## src/sv/apq_pkg.sv

```systemverilog
// Shared types and constants for the arm position qualifier.
// Used by apq_arm and by the top level; depends on nothing else.
`timescale 1ns / 1ps

package apq_pkg;

    localparam int SENSORS_PER_ARM = 5;
    localparam int DRIVE_BITS      = 12;
    localparam int COUNT_BITS      = 11;
    localparam int POS_BITS        = 3;
    localparam int ARMS            = 3;

    // Run modes.
    localparam logic [1:0] MODE_NORMAL = 2'd0;
    localparam logic [1:0] MODE_SUCC   = 2'd1;
    localparam logic [1:0] MODE_FREE   = 2'd2;

    // Configuration register indexes.
    localparam logic [1:0] REG_RUN_MODE  = 2'd0;
    localparam logic [1:0] REG_LEFT_THR  = 2'd1;
    localparam logic [1:0] REG_SIDE_THR  = 2'd2;
    localparam logic [1:0] REG_LAP_THR   = 2'd3;

    // Reset values of the configuration registers.
    localparam logic [COUNT_BITS-1:0] LEFT_THR_RST = COUNT_BITS'(1500);
    localparam logic [COUNT_BITS-1:0] SIDE_THR_RST = COUNT_BITS'(750);
    localparam logic [COUNT_BITS-1:0] LAP_THR_RST  = COUNT_BITS'(1250);

    // Per-request control shared by all arms.
    typedef struct packed {
        logic link;
        logic clear;
        logic succ;
        logic lap_mode;
    } arm_ctrl_t;

    // Per-arm contribution to one result.
    typedef struct packed {
        logic                  wr;
        logic [DRIVE_BITS-1:0] drive;
        logic [POS_BITS-1:0]   pos;
        logic                  changed;
        logic                  lap;
    } arm_res_t;

endpackage

```

## src/sv/apq_arm.sv

```systemverilog
// One arm: persistence counters, position tracking, stop flag and saved drive.
// Depends on apq_pkg.
`timescale 1ns / 1ps

module apq_arm (
    input  logic                                aclk,
    input  logic                                aresetn,
    input  logic                                en,
    input  logic                                is_left,
    input  apq_pkg::arm_ctrl_t                  ctrl,
    input  logic [apq_pkg::SENSORS_PER_ARM-1:0] sensors,
    input  logic [apq_pkg::DRIVE_BITS-1:0]      drive_now,
    input  logic [apq_pkg::COUNT_BITS-1:0]      pos_thr,
    input  logic [apq_pkg::COUNT_BITS-1:0]      lap_thr,
    output apq_pkg::arm_res_t                   res
);

    logic [apq_pkg::COUNT_BITS-1:0] cnt_reg  [apq_pkg::SENSORS_PER_ARM];
    logic [apq_pkg::COUNT_BITS-1:0] cnt_next [apq_pkg::SENSORS_PER_ARM];
    logic [apq_pkg::POS_BITS-1:0]   pos_reg, pos_next;
    logic [apq_pkg::POS_BITS-1:0]   last_reg, last_next;
    logic                           stop_reg, stop_next;
    logic [apq_pkg::DRIVE_BITS-1:0] saved_reg, saved_next;
    logic [apq_pkg::DRIVE_BITS-1:0] drv;
    logic                           wr;
    logic                           changed;
    logic                           lap;
    logic                           found;

    function automatic logic [apq_pkg::COUNT_BITS-1:0] sat_inc(
        input logic [apq_pkg::COUNT_BITS-1:0] c
    );
        return (&c) ? c : c + 1'b1;
    endfunction

    // Next state of the arm for the request in the input register.
    always_comb begin
        for (int k = 0; k < apq_pkg::SENSORS_PER_ARM; k++) begin
            cnt_next[k] = cnt_reg[k];
        end
        pos_next   = pos_reg;
        last_next  = last_reg;
        stop_next  = stop_reg;
        saved_next = saved_reg;
        drv        = drive_now;
        wr         = 1'b0;
        changed    = 1'b0;
        lap        = 1'b0;
        found      = 1'b0;

        if (ctrl.link) begin
            if (ctrl.clear) begin
                for (int k = 0; k < apq_pkg::SENSORS_PER_ARM; k++) begin
                    cnt_next[k] = '0;
                end
            end

            if (ctrl.lap_mode) begin
                // Lap counting on the first sensor: a long gap, then a long hit.
                if (pos_reg == apq_pkg::POS_BITS'(0)) begin
                    cnt_next[0] = sensors[0] ? '0 : sat_inc(cnt_next[0]);
                    if (cnt_next[0] >= lap_thr) begin
                        pos_next    = apq_pkg::POS_BITS'(1);
                        cnt_next[0] = '0;
                    end
                end else if (pos_reg == apq_pkg::POS_BITS'(1)) begin
                    cnt_next[0] = sensors[0] ? sat_inc(cnt_next[0]) : '0;
                    if (cnt_next[0] >= lap_thr) begin
                        cnt_next[0] = '0;
                        pos_next    = apq_pkg::POS_BITS'(0);
                        lap         = 1'b1;
                        changed     = 1'b1;
                    end
                end
            end else begin
                // In successive mode, a stopped wheel that is driven again gets saved and zeroed.
                if (ctrl.succ && stop_reg && (drive_now != '0)) begin
                    saved_next = drive_now;
                    drv        = '0;
                    wr         = 1'b1;
                end

                // Persistence counting.
                if (is_left) begin
                    for (int s = 0; s < apq_pkg::SENSORS_PER_ARM; s++) begin
                        cnt_next[s] = sensors[s] ? sat_inc(cnt_next[s]) : '0;
                    end
                end else begin
                    for (int s = 0; s < apq_pkg::SENSORS_PER_ARM; s++) begin
                        if (!found && !sensors[s]) begin
                            cnt_next[s] = sat_inc(cnt_next[s]);
                            found       = 1'b1;
                        end
                    end
                end

                // Scan from the highest position down. Once one qualifies the
                // counters are cleared, so lower ones only follow on a zero
                // threshold.
                for (int s = apq_pkg::SENSORS_PER_ARM - 1; s >= 0; s--) begin
                    if (cnt_next[s] >= pos_thr) begin
                        for (int k = 0; k < apq_pkg::SENSORS_PER_ARM; k++) begin
                            cnt_next[k] = '0;
                        end
                        pos_next = apq_pkg::POS_BITS'(s);
                        if (last_next != apq_pkg::POS_BITS'(s)) begin
                            if (s == 0) begin
                                saved_next = ctrl.succ ? drv : '0;
                                drv        = '0;
                                wr         = 1'b1;
                                stop_next  = 1'b1;
                            end else if (stop_next) begin
                                if (ctrl.succ) begin
                                    drv = saved_next;
                                    wr  = 1'b1;
                                end
                                stop_next = 1'b0;
                            end
                            last_next = apq_pkg::POS_BITS'(s);
                            changed   = 1'b1;
                        end
                    end
                end
            end
        end
    end

    assign res.wr      = wr;
    assign res.drive   = wr ? drv : '0;
    assign res.pos     = pos_next;
    assign res.changed = changed;
    assign res.lap     = lap;

    // State update when the request moves on to the result register.
    always_ff @(posedge aclk) begin
        if (!aresetn) begin
            for (int k = 0; k < apq_pkg::SENSORS_PER_ARM; k++) begin
                cnt_reg[k] <= '0;
            end
            pos_reg   <= '0;
            last_reg  <= '0;
            stop_reg  <= 1'b0;
            saved_reg <= '0;
        end else if (en) begin
            for (int k = 0; k < apq_pkg::SENSORS_PER_ARM; k++) begin
                cnt_reg[k] <= cnt_next[k];
            end
            pos_reg   <= pos_next;
            last_reg  <= last_next;
            stop_reg  <= stop_next;
            saved_reg <= saved_next;
        end
    end

endmodule

```

## src/sv/arm_position_qualifier_with_stop.sv

```systemverilog
// Top level of the arm position qualifier: stream ports, configuration
// registers, input and result registers. Depends on apq_pkg and apq_arm.
`timescale 1ns / 1ps

// One request is one sensor tick for all three arms. The block accepts a
// request in every cycle while it is not stalled and returns exactly one
// result per request: the request is held in an input register, the three
// arm units work on it in one pass, and the answer lands in a result
// register. Back-pressure on the result side stalls the input register, and
// the input side keeps accepting as long as the input register can move on.
// Configuration writes are taken in any cycle and should be made while no
// request is in flight.

module arm_position_qualifier_with_stop (
    input  logic        aclk,
    input  logic        aresetn,
    // Input requests.
    input  logic        s_tvalid,
    output logic        s_tready,
    // From bit 0: link_ready, clear_window, left_sensors[5], middle_sensors[5],
    // right_sensors[5], left_drive_now[12], middle_drive_now[12],
    // right_drive_now[12], zero fill.
    input  logic [55:0] s_tdata,
    // Results.
    output logic        m_tvalid,
    input  logic        m_tready,
    // From bit 0: drive_write_mask[3], left_drive_new[12], middle_drive_new[12],
    // right_drive_new[12], left_position[3], middle_position[3],
    // right_position[3], data_changed, lap_arm[2], zero fill.
    output logic [55:0] m_tdata,
    // Configuration writes.
    input  logic        cfg_valid,
    output logic        cfg_ready,
    input  logic [1:0]  cfg_addr,
    input  logic [10:0] cfg_data
);

    localparam int SB = apq_pkg::SENSORS_PER_ARM;
    localparam int DB = apq_pkg::DRIVE_BITS;

    logic [1:0]                     run_mode_reg;
    logic [apq_pkg::COUNT_BITS-1:0] left_thr_reg;
    logic [apq_pkg::COUNT_BITS-1:0] side_thr_reg;
    logic [apq_pkg::COUNT_BITS-1:0] lap_thr_reg;

    logic        in_valid_reg;
    logic [55:0] in_data_reg;
    logic        out_valid_reg;
    logic [55:0] out_data_reg;
    logic        advance;

    apq_pkg::arm_ctrl_t ctrl;
    apq_pkg::arm_res_t  res [apq_pkg::ARMS];
    logic [1:0]         lap_arm;
    logic [55:0]        result;

    // Configuration registers.
    assign cfg_ready = 1'b1;

    always_ff @(posedge aclk) begin
        if (!aresetn) begin
            run_mode_reg <= apq_pkg::MODE_NORMAL;
            left_thr_reg <= apq_pkg::LEFT_THR_RST;
            side_thr_reg <= apq_pkg::SIDE_THR_RST;
            lap_thr_reg  <= apq_pkg::LAP_THR_RST;
        end else if (cfg_valid && cfg_ready) begin
            unique case (cfg_addr)
                apq_pkg::REG_RUN_MODE: run_mode_reg <= cfg_data[1:0];
                apq_pkg::REG_LEFT_THR: left_thr_reg <= cfg_data;
                apq_pkg::REG_SIDE_THR: side_thr_reg <= cfg_data;
                apq_pkg::REG_LAP_THR:  lap_thr_reg  <= cfg_data;
                default: ;
            endcase
        end
    end

    // Handshake between the input and result registers.
    assign advance  = in_valid_reg && (!out_valid_reg || m_tready);
    assign s_tready = !in_valid_reg || advance;
    assign m_tvalid = out_valid_reg;
    assign m_tdata  = out_data_reg;

    always_ff @(posedge aclk) begin
        if (!aresetn) begin
            in_valid_reg  <= 1'b0;
            out_valid_reg <= 1'b0;
        end else begin
            if (s_tready) begin
                in_valid_reg <= s_tvalid;
            end
            if (advance) begin
                out_valid_reg <= 1'b1;
            end else if (m_tready) begin
                out_valid_reg <= 1'b0;
            end
        end
    end

    always_ff @(posedge aclk) begin
        if (s_tvalid && s_tready) begin
            in_data_reg <= s_tdata;
        end
        if (advance) begin
            out_data_reg <= result;
        end
    end

    // Request decode shared by all arms.
    assign ctrl.link     = in_data_reg[0];
    assign ctrl.clear    = in_data_reg[1];
    assign ctrl.succ     = (run_mode_reg == apq_pkg::MODE_SUCC);
    assign ctrl.lap_mode = (run_mode_reg == apq_pkg::MODE_FREE);

    apq_arm u_left (
        .aclk      (aclk),
        .aresetn   (aresetn),
        .en        (advance),
        .is_left   (1'b1),
        .ctrl      (ctrl),
        .sensors   (in_data_reg[2 +: SB]),
        .drive_now (in_data_reg[2 + 3 * SB +: DB]),
        .pos_thr   (left_thr_reg),
        .lap_thr   (lap_thr_reg),
        .res       (res[0])
    );

    apq_arm u_middle (
        .aclk      (aclk),
        .aresetn   (aresetn),
        .en        (advance),
        .is_left   (1'b0),
        .ctrl      (ctrl),
        .sensors   (in_data_reg[2 + SB +: SB]),
        .drive_now (in_data_reg[2 + 3 * SB + DB +: DB]),
        .pos_thr   (side_thr_reg),
        .lap_thr   (lap_thr_reg),
        .res       (res[1])
    );

    apq_arm u_right (
        .aclk      (aclk),
        .aresetn   (aresetn),
        .en        (advance),
        .is_left   (1'b0),
        .ctrl      (ctrl),
        .sensors   (in_data_reg[2 + 2 * SB +: SB]),
        .drive_now (in_data_reg[2 + 3 * SB + 2 * DB +: DB]),
        .pos_thr   (side_thr_reg),
        .lap_thr   (lap_thr_reg),
        .res       (res[2])
    );

    // The rightmost arm wins when several laps end together.
    always_comb begin
        if (res[2].lap) begin
            lap_arm = 2'd3;
        end else if (res[1].lap) begin
            lap_arm = 2'd2;
        end else if (res[0].lap) begin
            lap_arm = 2'd1;
        end else begin
            lap_arm = 2'd0;
        end
    end

    // Result packing.
    always_comb begin
        result        = '0;
        result[2:0]   = {res[2].wr, res[1].wr, res[0].wr};
        result[14:3]  = res[0].drive;
        result[26:15] = res[1].drive;
        result[38:27] = res[2].drive;
        result[41:39] = res[0].pos;
        result[44:42] = res[1].pos;
        result[47:45] = res[2].pos;
        result[48]    = res[0].changed | res[1].changed | res[2].changed;
        result[50:49] = lap_arm;
    end

endmodule

```

## config.mk

```make
export PLATFORM = sky130hd
export DESIGN_NAME = arm_position_qualifier_with_stop
export DESIGN_NICKNAME = d
export VERILOG_FILES = /design/src/sv/apq_pkg.sv /design/src/sv/apq_arm.sv /design/src/sv/arm_position_qualifier_with_stop.sv
export SDC_FILE = /design/constraint.sdc
export NUM_CORES = 1
export LEC_CHECK = 0
export BUFFER_PORTS_ARGS = -buffer_cell sky130_fd_sc_hd__buf_2
export CORE_MARGIN = 4
export CORE_UTILIZATION = 63
export CTS_BUF_LIST = sky130_fd_sc_hd__clkbuf_16
export CTS_CLUSTER_SIZE = 16
export DETAILED_ROUTE_END_ITERATION = 12
export PLACE_DENSITY = 0.83
export SETUP_SLACK_MARGIN = 0.02
export SYNTH_ARGS = -nofsm -noshare
export SYNTH_HDL_FRONTEND = slang
export SYNTH_SLANG_ARGS = --single-unit
export TNS_END_PERCENT = 30
```

## constraint.sdc

```tcl
create_clock -name aclk -period 13.4 [get_ports aclk]
set_input_delay 1.34 -clock aclk [delete_from_list [all_inputs] [get_ports aclk]]
set_output_delay 1.34 -clock aclk [all_outputs]
set_load 0.01 [all_outputs]
```

Yosys cells after proc, flatten, opt, wreduce, memory -nomap -nowiden
Memories as Yosys holds them, arrays and structs flattened.
Cells that the tools add are included.
{"block": "word_totals", "register_bits": 198, "ram_bits": 165, "word_cells": 674, "n_memories": 3}
{"block": "op_classes", "addsub": 15, "magnitude_cmp": 21, "eq_ne": 20, "n_mux": 504, "bitwise": 18, "n_reduce_logical": 68}
{"memory": "u_left.cnt_reg", "words": 5, "width": 11, "rd": 5, "rd_ports_with_merged_regs": 0, "write_ports": 5, "line_no": "apq_arm.sv:18", "text": "logic [apq_pkg::COUNT_BITS-1:0] cnt_reg [apq_pkg::SENSORS_PER_ARM];"}
{"memory": "u_middle.cnt_reg", "words": 5, "width": 11, "rd": 5, "rd_ports_with_merged_regs": 0, "write_ports": 5, "line_no": "apq_arm.sv:18"}
{"memory": "u_right.cnt_reg", "words": 5, "width": 11, "rd": 5, "rd_ports_with_merged_regs": 0, "write_ports": 5, "line_no": "apq_arm.sv:18"}
{"cell": "two-way mux 55 bit", "count": 54}
{"cell": "two-way mux 12 bit", "count": 87}
{"cell": "two-way mux 11 bit", "count": 65}
{"cell": "two-way mux 3 bit", "count": 87}
{"cell": "greater-or-equal comparator 11 bit", "count": 21}
{"cell": "two-way mux 1 bit", "count": 208}
{"cell": "adder 11 x 1 -> 11 bit (second input constant)", "count": 15}
{"cell": "AND reduction 11 bit", "count": 15}
{"cell": "two-way mux 44 bit", "count": 3}
{"cell": "nonzero test 12 bit", "count": 3}
{"cell": "zero test 1 bit", "count": 18}
{"cell": "!= test 3 x 2 -> 1 bit (second input constant)", "count": 6}
{"cell": "OR 1 bit", "count": 17}
{"cell": "logical AND 1 bit", "count": 16}
{"cell": "== test 3 x 1 -> 1 bit (second input constant)", "count": 3}
{"cell": "zero test 3 bit", "count": 3}
{"cell": "!= test 3 x 1 -> 1 bit (second input constant)", "count": 3}
{"cell": "!= test 3 bit (second input constant)", "count": 3}
{"cell": "nonzero test 3 bit", "count": 3}
{"cell": "AND reduction 2 bit", "count": 4}
{"cell": "== test 2 bit (second input constant)", "count": 3}
{"cell": "== test 2 x 1 -> 1 bit (second input constant)", "count": 2}
{"cell": "AND reduction 3 bit", "count": 1}
{"cell": "zero test 2 bit", "count": 1}
{"cell": "4 further kinds", "count": 5}

Depth between registers and ports, before layout
{"block": "logic_depth", "depth_word": 49, "depth_mapped": 56, "mapped_depth_nobuf": 49}

Cells and area by module
From an unflattened synthesis, not the netlist that was laid out.
{"block": "hier_totals", "cells_unflattened": 3195, "hier_area_um2": 27939.3}
{"mod": "apq_arm (u_middle)", "n_inst": 1, "cells_each": 1013, "area_each_um2": 7961.4, "seq_area_each_um2": 2031.9}
{"mod": "apq_arm (u_left)", "n_inst": 1, "cells_each": 960, "area_each_um2": 7624.8, "seq_area_each_um2": 2031.9}
{"mod": "apq_arm (u_right)", "n_inst": 1, "cells_each": 954, "area_each_um2": 7606.0, "seq_area_each_um2": 2031.9}
{"mod": "arm_position_qualifier_with_stop", "n_inst": 1, "cells_each": 268, "area_each_um2": 4747.1, "seq_area_each_um2": 3863.7}

Least setup slack after synthesis
OpenSTA, ideal clock, no wires.
{"block": "synth_timing", "path_type": "register -> register", "from": "reg in_data_reg[1]", "to": "mem u_left.cnt_reg[3][10] (netlist bit) (data pin)", "setup_ps": 142, "arrival_time_ps": 11307, "setup_slack_ps": 1951, "stages_incl_launch_ff": 51, "n_path_buf": 6, "synth_period_minus_slack_ps": 11449, "cell_sequence": "edfxtp_1 -> clkbuf_1 -> buf_2 -> buf_1 -> buf_1 -> nor2b_1 -> ha_1 -> and3_1 -> and3_1 -> nand4_1 -> a31oi_1 -> ha_1 -> a2111o_1 -> a211oi_1 -> a211o_1 -> nand2_1 -> clkbuf_1 -> nor3_1 -> (+15 left out) -> nor3_1 -> ha_1 -> and4_1 -> a221oi_1 -> o21ai_0 -> a31oi_1 -> nand2_1 -> nor2_1 -> ha_1 -> nor2b_1 -> o21a_1 -> o21ai_0 -> a21oi_1 -> o22ai_1 -> nand2_1 -> nor3_1 -> a22oi_1 -> nor2_1"}
{"element": "start: declaration", "line_no": "arm_position_qualifier_with_stop.sv:47", "text": "logic [55:0] in_data_reg;"}
{"element": "start signal: assignment", "line_no": "arm_position_qualifier_with_stop.sv:101", "text": "in_data_reg <= s_tdata;"}
{"element": "end: declaration", "line_no": "apq_arm.sv:18"}

Final worst setup path
{"block": "layout_timing", "from": "reg in_data_reg[1]", "to": "reg u_right.pos_reg[1] (netlist bit)"}
{"block": "layout_between", "elab_chain_cells": 27}
{"element": "two-way mux 55 bit *", "line_no": "apq_arm.sv:52", "text": "if (ctrl.clear) begin"}
{"element": "two-way mux 55 bit *", "line_no": "apq_arm.sv:51", "text": "if (ctrl.link) begin"}
{"element": "adder 11 x 1 -> 11 bit / AND reduction 11 bit (equally long branches)"}
{"element": "two-way mux 11 bit", "line_no": "apq_arm.sv:33", "text": "return (&c) ? c : c + 1'b1;"}
{"element": "two-way mux 11 bit", "line_no": "apq_arm.sv:90", "text": "if (!found && !sensors[s]) begin"}
{"element": "two-way mux 55 bit", "line_no": "apq_arm.sv:58", "text": "if (ctrl.lap_mode) begin"}
{"element": "two-way mux 55 bit", "line_no": "apq_arm.sv:51"}
{"element": "greater-or-equal comparator 11 bit", "line_no": "apq_arm.sv:101", "text": "if (cnt_next[s] >= pos_thr) begin"}
{"element": "(+11 left out)"}
{"element": "greater-or-equal comparator 11 bit", "line_no": "apq_arm.sv:101"}
{"element": "two-way mux 55 bit", "line_no": "apq_arm.sv:101"}
{"element": "two-way mux 55 bit", "line_no": "apq_arm.sv:58"}
{"element": "two-way mux 55 bit", "line_no": "apq_arm.sv:51"}
{"element": "greater-or-equal comparator 11 bit", "line_no": "apq_arm.sv:101"}
{"element": "two-way mux 3 bit", "line_no": "apq_arm.sv:101"}
{"element": "two-way mux 3 bit *", "line_no": "apq_arm.sv:58"}
{"element": "two-way mux 3 bit *", "line_no": "apq_arm.sv:51"}
{"element": "end signal: assignment", "line_no": "apq_arm.sv:148", "text": "pos_reg <= pos_next;"}
{"element": "end: declaration", "line_no": "apq_arm.sv:20", "text": "logic [apq_pkg::POS_BITS-1:0] pos_reg, pos_next;"}
Mark *: on every way between the ends. The rest lies on a longest branch, timed or not. The select of a mux whose other input is x is not followed.
A chain may end at the register's enable or synchronous reset.

==> flow_metrics.py <==
metrics = {
    "synthesis": {
        "synth_flop_cell": "edfxtp_1",
        "avgSynthCellArea_um2": 8.80,
        "synthTopCellsByArea": "edfxtp_1 30%, ha_1 12%, dfxtp_1 7.1%",
        "synth_warnings": 0,
        "yosysUniqueCellTypes": 88,
        "yosys.area.top_type": "edfxtp_1",
        "ys_ff_latch": 363,
        "synth-edff-count": 269,
        "synth_most_common_cell": "nor2_1",
        "synth_commonest_cells": "409 x nor2_1, 278 x nand2_1, 269 x edfxtp_1",
        "synth_top_area_frac": 0.305,
        "synthesis.area_um2": 26500,
        "netlist_instances": 3012,
        "ys_seq_area_frac": 0.376,
        "async_flop_share": 0,
    },
    "cells_and_area": {
        "finalNonFillerCells": 3657,
        "nNetsFinal": 3411,
        "final_core_util": 0.706,
        "n_fill_cell": 3131,
        "areaGrowthSynthToFinish_pct": 9.72,
        "diodes": 0,
        "multi_input_area_um2": 15700,
        "drive_gt1_frac": 0.0992,
        "seqCellArea_um2": 9960,
    },
    "global_route": {
        "antenna_found_initial": 1,
        "grt_usage": 0.342,
        "grt_pass1_vias": 24300,
        "grt_max_degree": 83,
        "grt_pass1_wl_um": 125000,
        "overflow": 0,
    },
    "timing": {
        "setup_viol": 0,
        "hold_viol_final": 0,
        "period_needed_ps": 12480,
        "finalCritPeriodShare": 0.931,
        "fin_setup_tns_ps": 0,
        "rsz0062_at_grt": "no",
        "final_max_slew_viol_count": 0,
        "relSlewSlack": 0.144,
        "fin_ws_ps": 918,
        "fmax_mhz": 80.1,
        "worstMarginPinSlew_ps": 1270,
        "finClkSkew_ps": 30.7,
    },
    "clock_tree": {
        "cts_tree": "built",
        "htree_levels": 2,
        "cts.clk_slew.worst_paths_ps": 60,
        "root_buffer": "clkbuf_16",
        "ctsLongestPathBuffers": 3,
        "numCtsBuffers": 42,
        "cts_sinks": 363,
        "insertion_delay_ps": 600,
    },
    "place": {
        "preCtsSetupSlack_ps": 420,
        "hpwl_um": 55100,
        "post-place-cells": 3573,
        "io_buffers": 123,
        "gp_congestion": 0.958,
    },
    "worst_setup_path": {
        "timing.critical_path.buf_inv": 2,
        "start_kind": "flip-flop",
        "ff2ff_path_depth": 48,
        "required_ps": 13920,
        "cp-end-kind": "flip-flop",
        "crit_top_cell": "ha_1",
        "critPathKind": "flip-flop to flip-flop",
        "critPathSlowestCell": "nor2_1",
        "cp_slowest_stage_delay_ps": 760,
        "r2r-end": "u_right.pos_reg[1]$_SDFFE_PN0P_",
        "r2r_start": "in_data_reg[1]$_DFFE_PP_",
        "arrival_ps": 13000,
        "critPathMaxFanout": 21,
        "rrSetupSlack_ps": 920,
        "cp_top_family": "compound AO/OA/AOI/OAI gates",
    },
    "floorplan": {
        "rows": 74,
        "start_util": 0.643,
        "die_h_um": 213,
        "die_area_um2": 45400,
        "num_io_pins": 133,
        "fp.dieW_um": 213,
        "core_um2": 41200,
    },
    "worst_hold_path": {
        "hold_end": "side_thr_reg[8]$_SDFFE_PN0P_",
        "hold_path.class": "flip-flop to flip-flop",
        "worstHoldStart": "side_thr_reg[8]$_SDFFE_PN0P_",
        "hold_depth": 2,
    },
    "detailed_routing": {
        "viasPerCell": 6.83,
        "drc": 0,
        "routedWlPerCell_um": 21.9,
        "drt_iter0_drc": 3130,
        "firstDrtPassIters": 9,
        "route.vias.total": 25000,
        "routed_wirelength_um": 80100,
        "ant_nets": 0,
    },
    "flow_run": {
        "drv_cap": 0,
    },
    "pwr": {
        "ir_drop_mv": 0.107,
        "p_leak_uw": 0.0116,
        "power_density_nw_per_um2": 100,
    },
    "status": {
        "status": "completed",
    },
}
[area by class of cell]
cell class,instances,share of cell area
Multi-Input combinational cell,2427,0.542
Sequential cell,363,0.343
Clock buffer,45,0.0387
Timing Repair Buffer,174,0.0348
Tap cell,532,0.0229
Inverter,83,0.0107
Clock inverter,33,0.00869
[worst max path at each step]
stage | slack (ps) | cells past startpoint | to | startpoint
after detailed placement | 420 | 45 | u_right.saved_reg[9]$_SDFFE_PN0P_ | in_data_reg[1]$_DFFE_PP_
after global placement | 910 | 45 | u_right.cnt_reg[0][2]$_SDFFCE_PN0P_ | in_data_reg[1]$_DFFE_PP_
final | 920 | 48 | u_right.pos_reg[1]$_SDFFE_PN0P_ | in_data_reg[1]$_DFFE_PP_
after global routing | 30 | 50 | u_left.cnt_reg[0][6]$_SDFFCE_PN0P_ | in_data_reg[1]$_DFFE_PP_
after floorplan | 1950 | 50 | u_left.cnt_reg[3][10]$_SDFFCE_PN0P_ | in_data_reg[1]$_DFFE_PP_
after CTS | 280 | 45 | u_right.saved_reg[9]$_SDFFE_PN0P_ | in_data_reg[1]$_DFFE_PP_
[report_power, final]
| part | leakage, uW | total [uW] | switching (uW) | internal, uW |
|---|---|---|---|---|
| Sequential | 0.00350 | 1300 | 43.1 | 1260 |
| Clock | 0.000703 | 1160 | 491 | 667 |
| Combinational | 0.00740 | 450 | 302 | 148 |
[repair_timing]
item                       4_1_cts  5_1_grt
resized for setup                0       12
hold buffers                     0        0
setup buffers                    0        6
setup endpoints to repair        0      246
[per-stage QoR]
step,hold WS (ps),total power (uW),cell area [um^2]
after detailed placement,446,1760,27600
after CTS,454,2910,29000
after floorplan,432,1620,26500
final,456,2910,29100
after global placement,443,1740,27600
after global routing,469,3020,29100
[metal layers]
metal	wire length, um	share of wire	track usage
met5	0	0	0
met4	4720	0.059	0.195
met3	7660	0.096	0.0641
met2	36800	0.46	0.553
met1	30900	0.39	0.432
[cell families after synthesis]
| kind of cell | after synthesis | synth area share |
|---|---|---|
| AOI/OAI and AO/OA | 781 | 0.199 |
| xor gates and xnor gates | 112 | 0.0370 |
| adders and majority gates | 246 | 0.116 |
| buffers and inverters | 226 | 0.0339 |
| DFF | 363 | 0.376 |
| muxes | 21 | 0.00812 |
| other | 2 | 0.000283 |
| and+or+nand+nor | 1261 | 0.230 |
[layout by cell type (no fill, tap or decap), types with 25 or more instances in the layout]
| master | count |
|---|---|
| nor2_1 | 405 |
| nand2_1 | 274 |
| edfxtp_1 | 269 |
| ha_1 | 246 |
| a21oi_1 | 198 |
| buf_2 | 123 |
| a22oi_1 | 118 |
| o21ai_0 | 112 |
| nor2b_1 | 98 |
| dfxtp_1 | 94 |
| nor3_1 | 90 |
| inv_1 | 88 |
| nand3_1 | 84 |
| nand4_1 | 74 |
| and3_1 | 60 |
| xnor2_1 | 58 |
| xor2_1 | 54 |
| buf_4 | 50 |
| clkbuf_16 | 45 |
| a31oi_1 | 44 |
| a21o_1 | 39 |
| o211ai_1 | 37 |
| nand2b_1 | 36 |
| a211oi_1 | 30 |
| o21a_1 | 27 |
| nor4_1 | 25 |
[worst register-to-register path: cells and delay by family, from the launching register on]
kind            cells  cell delay, ps
compound gates     20            4960
xor+xnor            1             170
fa+ha+maj           6            1720
buf+inv             2             330
flops               1             400
simple gates       19            4820
(Power assumes the default switching activity.)
